[config.mk]
export PLATFORM = sky130hd
export DESIGN_NAME = char_range_expander
export DESIGN_NICKNAME = d
export VERILOG_FILES = /design/src/hw/rtl/cre_pkg.sv /design/src/hw/rtl/cre_ctrl.sv /design/src/hw/rtl/cre_datapath.sv /design/src/hw/rtl/char_range_expander.sv
export SDC_FILE = /design/constraint.sdc
export NUM_CORES = 1
export LEC_CHECK = 0
export BUFFER_PORTS_ARGS = -buffer_cell sky130_fd_sc_hd__buf_2
export CELL_PAD_IN_SITES_DETAIL_PLACEMENT = 0
export CELL_PAD_IN_SITES_GLOBAL_PLACEMENT = 1
export CORE_UTILIZATION = 43
export DETAILED_ROUTE_END_ITERATION = 8
export PLACE_DENSITY_LB_ADDON = 0.2
export SYNTH_ARGS = -nofsm -noshare
export SYNTH_HDL_FRONTEND = slang
export SYNTH_HIERARCHICAL = 1
export SYNTH_SLANG_ARGS = --single-unit
[constraint.sdc]
create_clock -name clk -period 3 [get_ports clk]
set_input_delay 0.3 -clock clk [delete_from_list [all_inputs] [get_ports clk]]
set_output_delay 0.3 -clock clk [all_outputs]
set_load 0.02 [all_outputs]
[src/hw/rtl/cre_pkg.sv]
// cre_pkg: shared types, character constants and class helper for the
// character range expander; no dependencies
package cre_pkg;

    localparam logic [7:0] CH_DASH  = 8'h2D;
    localparam logic [7:0] CH_LO_A  = 8'h61;
    localparam logic [7:0] CH_LO_Z  = 8'h7A;
    localparam logic [7:0] CH_UP_A  = 8'h41;
    localparam logic [7:0] CH_UP_Z  = 8'h5A;
    localparam logic [7:0] CH_DIG_0 = 8'h30;
    localparam logic [7:0] CH_DIG_9 = 8'h39;
    localparam logic [7:0] CH_NUL   = 8'h00;

    typedef enum logic [0:0] {
        ST_IDLE,
        ST_RUN
    } cre_state_t;

    // controller to datapath
    typedef struct packed {
        logic accept;
        logic step;
    } cre_cmd_t;

    // datapath to controller
    typedef struct packed {
        logic run_multi;
        logic run_last;
        logic out_free;
    } cre_status_t;

    function automatic logic same_class_rising(input logic [7:0] a, input logic [7:0] b);
        logic lower;
        logic upper;
        logic digit;
        lower = (a >= CH_LO_A) && (a <= CH_LO_Z) && (b >= CH_LO_A) && (b <= CH_LO_Z);
        upper = (a >= CH_UP_A) && (a <= CH_UP_Z) && (b >= CH_UP_A) && (b <= CH_UP_Z);
        digit = (a >= CH_DIG_0) && (a <= CH_DIG_9) && (b >= CH_DIG_0) && (b <= CH_DIG_9);
        return (lower || upper || digit) && (a < b);
    endfunction

endpackage

[src/hw/rtl/cre_ctrl.sv]
// cre_ctrl: controller state machine for the character range expander
// depends on cre_pkg
module cre_ctrl
    import cre_pkg::*;
(
    input  logic        clk,
    input  logic        rst_n,
    input  logic        s_tvalid,
    output logic        s_tready,
    input  cre_status_t status,
    output cre_cmd_t    cmd
);

    cre_state_t state_reg;
    cre_state_t state_next;

    always_ff @(posedge clk or negedge rst_n)
    begin
        if (!rst_n)
        begin
            state_reg <= ST_IDLE;
        end
        else
        begin
            state_reg <= state_next;
        end
    end

    // next state
    always_comb
    begin
        state_next = state_reg;
        unique case (state_reg)
            ST_IDLE:
            begin
                if (s_tvalid && status.out_free && status.run_multi)
                begin
                    state_next = ST_RUN;
                end
            end
            ST_RUN:
            begin
                if (status.out_free && status.run_last)
                begin
                    state_next = ST_IDLE;
                end
            end
            default:
            begin
                state_next = ST_IDLE;
            end
        endcase
    end

    // outputs
    always_comb
    begin
        s_tready   = 1'b0;
        cmd.accept = 1'b0;
        cmd.step   = 1'b0;
        unique case (state_reg)
            ST_IDLE:
            begin
                s_tready   = status.out_free;
                cmd.accept = s_tvalid && status.out_free;
            end
            ST_RUN:
            begin
                cmd.step = status.out_free;
            end
            default:
            begin
                s_tready = 1'b0;
            end
        endcase
    end

endmodule

[src/hw/rtl/cre_datapath.sv]
// cre_datapath: character history, run counter and output register
// depends on cre_pkg
module cre_datapath
    import cre_pkg::*;
(
    input  logic        clk,
    input  logic        rst_n,
    input  logic [7:0]  char_in,
    input  logic        end_of_string,
    input  cre_cmd_t    cmd,
    output cre_status_t status,
    input  logic        out_ready,
    output logic        out_valid,
    output logic [7:0]  char_out,
    output logic        char_valid,
    output logic        last_of_run,
    output logic        string_done
);

    logic [7:0] before_reg;
    logic [7:0] held_reg;
    logic       held_valid_reg;
    logic       skip_reg;
    logic [7:0] last_sent_reg;
    logic [7:0] cnt_reg;
    logic [7:0] run_end_reg;

    logic       out_valid_reg;
    logic       out_valid_next;
    logic [7:0] out_char_reg;
    logic       out_cv_reg;
    logic       out_lor_reg;
    logic       out_done_reg;

    logic [7:0] next_char;
    logic       active;
    logic       do_run;
    logic       do_single;
    logic [7:0] run_start;
    logic       run_multi;
    logic       emit_now;
    logic       out_free;

    // decode of the held character against both neighbours
    always_comb
    begin
        next_char = end_of_string ? CH_NUL : char_in;
        active    = held_valid_reg && !skip_reg;
        do_run    = active && (held_reg == CH_DASH) && same_class_rising(before_reg, next_char);
        do_single = active && !do_run
                    && ((held_reg == CH_DASH) || !((before_reg == CH_DASH) && (next_char == CH_DASH)));
        run_start = (last_sent_reg == before_reg) ? before_reg + 8'd1 : before_reg;
        run_multi = do_run && (run_start != next_char);
        emit_now  = do_run || do_single || end_of_string;
        out_free  = !out_valid_reg || out_ready;
    end

    assign status.run_multi = run_multi;
    assign status.run_last  = (cnt_reg == run_end_reg);
    assign status.out_free  = out_free;

    // string history
    always_ff @(posedge clk or negedge rst_n)
    begin
        if (!rst_n)
        begin
            before_reg     <= CH_NUL;
            held_reg       <= CH_NUL;
            held_valid_reg <= 1'b0;
            skip_reg       <= 1'b0;
            last_sent_reg  <= CH_NUL;
        end
        else if (cmd.accept)
        begin
            if (end_of_string)
            begin
                before_reg     <= CH_NUL;
                held_reg       <= CH_NUL;
                held_valid_reg <= 1'b0;
                skip_reg       <= 1'b0;
                last_sent_reg  <= CH_NUL;
            end
            else
            begin
                if (held_valid_reg)
                begin
                    before_reg <= held_reg;
                end
                held_reg       <= char_in;
                held_valid_reg <= 1'b1;
                skip_reg       <= do_run;
                if (do_run)
                begin
                    last_sent_reg <= next_char;
                end
                else if (do_single)
                begin
                    last_sent_reg <= held_reg;
                end
            end
        end
    end

    // run counter
    always_ff @(posedge clk)
    begin
        if (cmd.accept)
        begin
            cnt_reg     <= run_start + 8'd1;
            run_end_reg <= next_char;
        end
        else if (cmd.step)
        begin
            cnt_reg <= cnt_reg + 8'd1;
        end
    end

    always_comb
    begin
        out_valid_next = out_valid_reg;
        if ((cmd.accept && emit_now) || cmd.step)
        begin
            out_valid_next = 1'b1;
        end
        else if (out_ready)
        begin
            out_valid_next = 1'b0;
        end
    end

    always_ff @(posedge clk or negedge rst_n)
    begin
        if (!rst_n)
        begin
            out_valid_reg <= 1'b0;
        end
        else
        begin
            out_valid_reg <= out_valid_next;
        end
    end

    // output payload
    always_ff @(posedge clk)
    begin
        if (cmd.accept && emit_now)
        begin
            out_char_reg <= do_run ? run_start : (do_single ? held_reg : CH_NUL);
            out_cv_reg   <= do_run || do_single;
            out_lor_reg  <= !run_multi;
            out_done_reg <= end_of_string;
        end
        else if (cmd.step)
        begin
            out_char_reg <= cnt_reg;
            out_cv_reg   <= 1'b1;
            out_lor_reg  <= (cnt_reg == run_end_reg);
            out_done_reg <= 1'b0;
        end
    end

    assign out_valid   = out_valid_reg;
    assign char_out    = out_char_reg;
    assign char_valid  = out_cv_reg;
    assign last_of_run = out_lor_reg;
    assign string_done = out_done_reg;

endmodule

[src/hw/rtl/char_range_expander.sv]
// char_range_expander: top level of the character range expander
// depends on cre_pkg, cre_ctrl and cre_datapath
// a request's first result sits in the output register in the cycle after acceptance
// throughput: one request per cycle while each emits at most one character and the output is not stalled
// a range emitting more than one character holds s_tready low while the rest of it is stepped out
// reset (rst_n low, asynchronous) clears the history, the state machine and the output valid flag
module char_range_expander
    import cre_pkg::*;
(
    input  logic       clk,
    input  logic       rst_n,
    input  logic       s_tvalid,
    output logic       s_tready,
    input  logic [7:0] s_tdata,   // [7:0] char_in
    input  logic       s_tlast,   // end_of_string
    output logic       m_tvalid,
    input  logic       m_tready,
    output logic [7:0] m_tdata,   // [7:0] char_out
    output logic [1:0] m_tuser,   // [0] char_valid, [1] last_of_run
    output logic       m_tlast    // string_done
);

    cre_cmd_t    cmd;
    cre_status_t status;

    // controller: takes requests when idle and the output register is free,
    // then paces the rest of a range one character per free slot
    cre_ctrl u_ctrl (
        .clk      (clk),
        .rst_n    (rst_n),
        .s_tvalid (s_tvalid),
        .s_tready (s_tready),
        .status   (status),
        .cmd      (cmd)
    );

    // datapath: before, held and last sent characters, range counter and
    // the output register that parts the two sides
    cre_datapath u_dp (
        .clk           (clk),
        .rst_n         (rst_n),
        .char_in       (s_tdata),
        .end_of_string (s_tlast),
        .cmd           (cmd),
        .status        (status),
        .out_ready     (m_tready),
        .out_valid     (m_tvalid),
        .char_out      (m_tdata),
        .char_valid    (m_tuser[0]),
        .last_of_run   (m_tuser[1]),
        .string_done   (m_tlast)
    );

endmodule

# Word-level counts from Yosys, hierarchy flattened
# Cells that the tools add are included.
dict set report word_totals {
  reg_bits 55
  inputBits 13
  out_inout_bits 13
  wordCells 105
}
dict set report op_classes {
  n_addsub 3
  n_lt_le_gt_ge 13
  n_eq_ne 6
  n_mux 29
  bitwise_logic 1
  n_reduce_logical 40
}
# op n
set ops {}
lappend ops {{8-bit 2-to-1 mux} 13}
lappend ops {{8-bit by 7-bit greater-or-equal comparator with 1-bit output (second input constant)} 4}
lappend ops {{8-bit by 7-bit <= comparator with 1-bit output (second input constant)} 4}
lappend ops {{8-bit by 1-bit adder with 8-bit output (second input constant)} 3}
lappend ops {{8-bit by 6-bit equality test with 1-bit output (second input constant)} 3}
lappend ops {{1-bit logical AND} 21}
lappend ops {{8-bit equality test} 2}
lappend ops {{8-bit by 6-bit greater-or-equal comparator with 1-bit output (second input constant)} 2}
lappend ops {{8-bit by 6-bit <= comparator with 1-bit output (second input constant)} 2}
lappend ops {{1-bit 2-to-1 mux} 15}
lappend ops {{8-bit < comparator} 1}
lappend ops {{8-bit != test} 1}
lappend ops {{2-bit nonzero test} 4}
lappend ops {{1-bit logical OR} 7}
lappend ops {{1-bit logical NOT} 5}
lappend ops {{2-bit AND reduction} 2}
lappend ops {{3-bit nonzero test} 1}
lappend ops {{1-bit case mux with 2 select lines} 1}
lappend ops {{1-bit NOT} 1}

# Depth between registers and ports, before layout
dict set report logic_depth {
  word_depth 16
  ltp_mapped 13
  depth_no_buf 11
}

# Hierarchy
# The synthesis kept the hierarchy.
# mod n_inst cells_each area_each_um2 seq_area_each_um2
set modules_own_cells {}
lappend modules_own_cells {cre_datapath 1 375 3642.2 1486.4}
lappend modules_own_cells {cre_ctrl 1 6 68.8 25.0}

# Worst setup path before layout
# No wires, ideal clock.
dict set report synth_timing {
  path_type {reg-to-reg}
  start {register u_dp.out_valid_reg, in the netlist u_dp/out_valid}
  end {register u_dp.cnt_reg[7] (data pin)}
  setup_ps 262
  arrival_ps 2647
  required_ps 2738
  setup_slack_ps 90
  stages_incl_launch_ff 11
  path_buffers 2
  synth_period_minus_slack_ps 2910
  cell_sequence {dfrtp_1 nand2b_1 buf_4 nor2b_4 and2_1 clkbuf_1 nand2_1 o221a_2 or4_4 and4bb_1 xor2_1}
}
# element line
set synth_rtl {}
lappend synth_rtl {{from (decl)} cre_datapath.sv:28} ;# logic out_valid_reg;
lappend synth_rtl {{from (signal assigned)} cre_datapath.sv:139} ;# out_valid_reg <= out_valid_next;
lappend synth_rtl {{to (signal assigned)} cre_datapath.sv:109} ;# cnt_reg <= run_start + 8'd1;
lappend synth_rtl {{to (signal assigned)} cre_datapath.sv:114} ;# cnt_reg <= cnt_reg + 8'd1;
lappend synth_rtl {{to (decl)} cre_datapath.sv:25} ;# logic [7:0] cnt_reg;

# Worst setup path after layout
dict set report layout_timing {
  start {register u_dp.held_reg[4]}
  end {register u_dp.out_char_reg[3], in the netlist u_dp/char_out[3] (data pin)}
}
dict set report layout_between {
  elab_chain_cells 10
  elab_cells_between_ends 13
  cone_classes {eq/ne: 1; mux: 3; reduce/logical: 9}
}
# element line
set layout_rtl {}
lappend layout_rtl {{from (decl)} cre_datapath.sv:21} ;# logic [7:0] held_reg;
lappend layout_rtl {{from (signal assigned)} cre_datapath.sv:89} ;# held_reg <= char_in;
lappend layout_rtl {{8-bit by 6-bit equality test with 1-bit output (*)} {cre_datapath.sv:49, cre_datapath.sv:51}}
lappend layout_rtl {{1-bit logical AND (2 in series)} cre_datapath.sv:49} ;# do_run = active && (held_reg == CH_DASH) && same_class_rising(before_reg, next_char);
lappend layout_rtl {{1-bit logical NOT} cre_datapath.sv:50} ;# do_single = active && !do_run
lappend layout_rtl {{1-bit logical AND} cre_datapath.sv:50}
lappend layout_rtl {{1-bit logical AND} cre_datapath.sv:51} ;# && ((held_reg == CH_DASH) || !((before_reg == CH_DASH) && (next_char == CH_DASH)));
lappend layout_rtl {{1-bit logical OR (2 in series)} cre_datapath.sv:54} ;# emit_now = do_run || do_single || end_of_string;
lappend layout_rtl {{1-bit logical AND} cre_datapath.sv:146} ;# if (cmd.accept && emit_now)
lappend layout_rtl {{8-bit 2-to-1 mux (*)} cre_datapath.sv:146}
lappend layout_rtl {{to (signal assigned)} cre_datapath.sv:148} ;# out_char_reg <= do_run ? run_start : (do_single ? held_reg : CH_NUL);
lappend layout_rtl {{to (signal assigned)} cre_datapath.sv:155} ;# out_char_reg <= cnt_reg;
lappend layout_rtl {{to (decl)} cre_datapath.sv:30} ;# logic [7:0] out_char_reg;
# Mark *: on every way between the ends. The rest lies on a longest branch, timed or not.
# A chain may end at the register's enable or synchronous reset.

==> out/qor.txt <==
status: finished clean
grt met1 use: 32.34%
clk_lat worst skew: 0.32 ns
grt peak-use layer: met2
Core Area: 8299 um2
residual overflow from global routing: 0
synth unique cells: 72
crit share post-route: 96.81%
final wirelength: 10.13 mm
NetSw: 864.5 uW
Area Growth Syn to Fin: 13.65%
Max-slew headroom: 53.24%
first-pass GRT wire length: 16.54 mm
Vias/cell: 5.864
Net count, final: 449
Reg2Reg Setup Slack: 0.1 ns
Syn Area/Cell: 9.740 um2
CP Cell Sequence: nor4b_1 > nand4_1 > a2111oi_0 > o31a_1 > o21ai_1 > or3_1 > a32o_1
n_diodes: 0
vias in the first global route: 3110
Max Fclk: 0.3443 GHz
CP Class: reg -> reg
per-cell routed wire length: 19.12 um
Slew @ Worst Pin: 0.7014 ns
CTS Sinks: 55
final worst slack: 0.09574 ns
Max-Cap Viols: 0
Worst R2R Path Depth: 7
gpl congestion: 0.8607
Final setup viols: 0
dpl cells: 522
Initial Util: 44.72%
pin count of the biggest net entering global routing: 29
die area: 9006 um2
worst slack, placed: 0.1479 ns
top-area cell type share of the netlist area: 21.85%
VDD IR-drop max: 0.0002846 V
Clock Tree Buf Depth: 2
most common cell after layout, fill and taps aside: buf_4
EDFF count, synth: 27
fin. max-slew vios: 0
fin crit period: 2.904 ns
number of I/O port buffers: 25
# H-tree levels: 2
I/O pin count: 26
LEAKAGE: 0.001748 uW
Hold Path Class: in -> async
Initial DRT Pass Iterations: 4
root buffer cell: clkbuf_8
# rows: 33
initial antenna violation count: 0
worst r2r src: u_dp/held_reg[4]
post-synthesis sequential area ratio: 40.73%
worst-path fanout max: 5
ys flop type: dfrtp_1
Antenna Nets Post-Route: 0
CTS tree: built
most area-consuming cells after synthesis: edfxtp_1 22%, dfrtp_1 19%, xnor2_1 5.9%
Post-Syn Instances: 381
Sw Ratio: 36.50%
Die X: 94.90 um
GRT Overall Usage: 24.59%
critical path startpoint category: register
Multi-input gate area: 2011 um2
met2 usage: 41.37%
postcts setup bufs: 0
Cell Pwr Density: 561.6 nW/um2
DRC errors left: 0
RSZ-0062 raised after global routing: no
worst r2r dst: u_dp/char_out[3]
Yosys reg bits: 55
number of CTS-inserted buffers: 5
Worst EP arrival: 2.98 ns
asr flop ratio synth: 50.91%
CTS resizes: 0
Clk pwr share: 18.3%
final hold slack: 0.01658 ns
Worst setup EP type: register
Worst-path clk slew: 0.10 ns
CP required: 3.08 ns
internal power: 1504 uW
DP HPWL: 7.679 mm
cell area after synthesis: 3711 um2
Ys Warns: 6
clock skew: 0.006471 ns
Finished Layout Cells: 530
vias: 3108
CP max stage cell: nor4b_1
Die Y: 94.90 um
fraction of layout cells with a size suffix above 1: 22.59%
Core Util, Final: 50.82%
# hold bufs at CTS: 0
routing usage on met3: 3.140%
Final Hold Vio Count: 0
FF/Latch Area: 1511 um2
FILL cells: 749
CP peak stage delay: 0.60 ns
Setup TNS: 0 ns
Flop pwr share: 42.6%
syn_nets: 406
Initial DRC Count: 180
Comb pwr share: 39.1%
most frequent cells in the layout: 37 x buf_4, 28 x dfrtp_1, 27 x edfxtp_1
Yosys top cell by area: edfxtp_1
## worst max path at each step
stage	endpoint	cells after the start	from
final	u_dp/char_out[3]	7	u_dp/held_reg[4]
after CTS	u_ctrl/state_reg	10	u_dp/before_reg[0]
after global placement	u_dp/char_out[3]	7	u_dp/held_reg[4]
after floorplan	u_dp/cnt_reg[7]	10	u_dp/out_valid
after detailed placement	u_dp/char_out[3]	11	s_tlast
after global routing	u_dp/char_out[3]	7	u_dp/held_reg[4]
## synthesized netlist by cell type (all sizes together) (10+ instances only)
library cell  instances
nand2                25
o21ai                12
nor2                 25
nand4                10
a21oi                25
xnor2                25
edfxtp               27
ha                   12
mux2                 11
clkbuf               17
dfrtp                28
inv                  17
and3                 11
## worst max-delay path: cells and delay by family (launching register included)
kind	cells	cell delay [ns]
AND/OR/NAND/NOR	3	1.21
AO/OA/AOI/OAI	4	1.00
flip-flops	1	0.45
## power by group through the flow
stage	combinational [uW]	sequential (uW)	clock, uW
4_1_cts	918	1010	441
5_1_grt	1020	1020	467
6_report	925	1010	434
3_5_place_dp	913	1030	0
3_3_place_gp	905	1020	0
2_1_floorplan	603	1030	0
## layout make-up
type	count	area share, %
clock buffer	6	1.958
tap	105	3.115
sequential	55	35.84
inverter	18	1.602
multi-input combinational	282	47.67
timing repair buffer	62	9.552
clock inverter	2	0.2670
## kinds of logic (layout without fill, tap and decap cells)
logic type      Yosys count  in the layout  synth area share [%]
simple gates            129            129                 20.03
compound gates           94             94                 17.43
flops                    55             55                 40.73
buf+inv                  44             88                 5.158
xor+xnor                 35             35                 9.002
fa+ha+maj                12             12                 4.046
mux                      12             12                 3.608
## routing by layer
metal / up-vias / part of all wire, % / wire (um)
li1: 1489 / - / -
met5: - / 0 / 0
met4: 0 / 1.7 / 169
met2: 57 / 48 / 4886
met1: 1549 / 46 / 4617
met3: 13 / 4.5 / 459
## per-stage QoR
step | total power [uW] | instance area [um2]
finish | 2369 | 4218
global route | 2506 | 4218
CTS | 2369 | 4215
detailed placement | 1939 | 4121
global placement | 1929 | 4121
floorplan | 1628 | 3711
No activity file was read; power rests on OpenSTA's default activity.
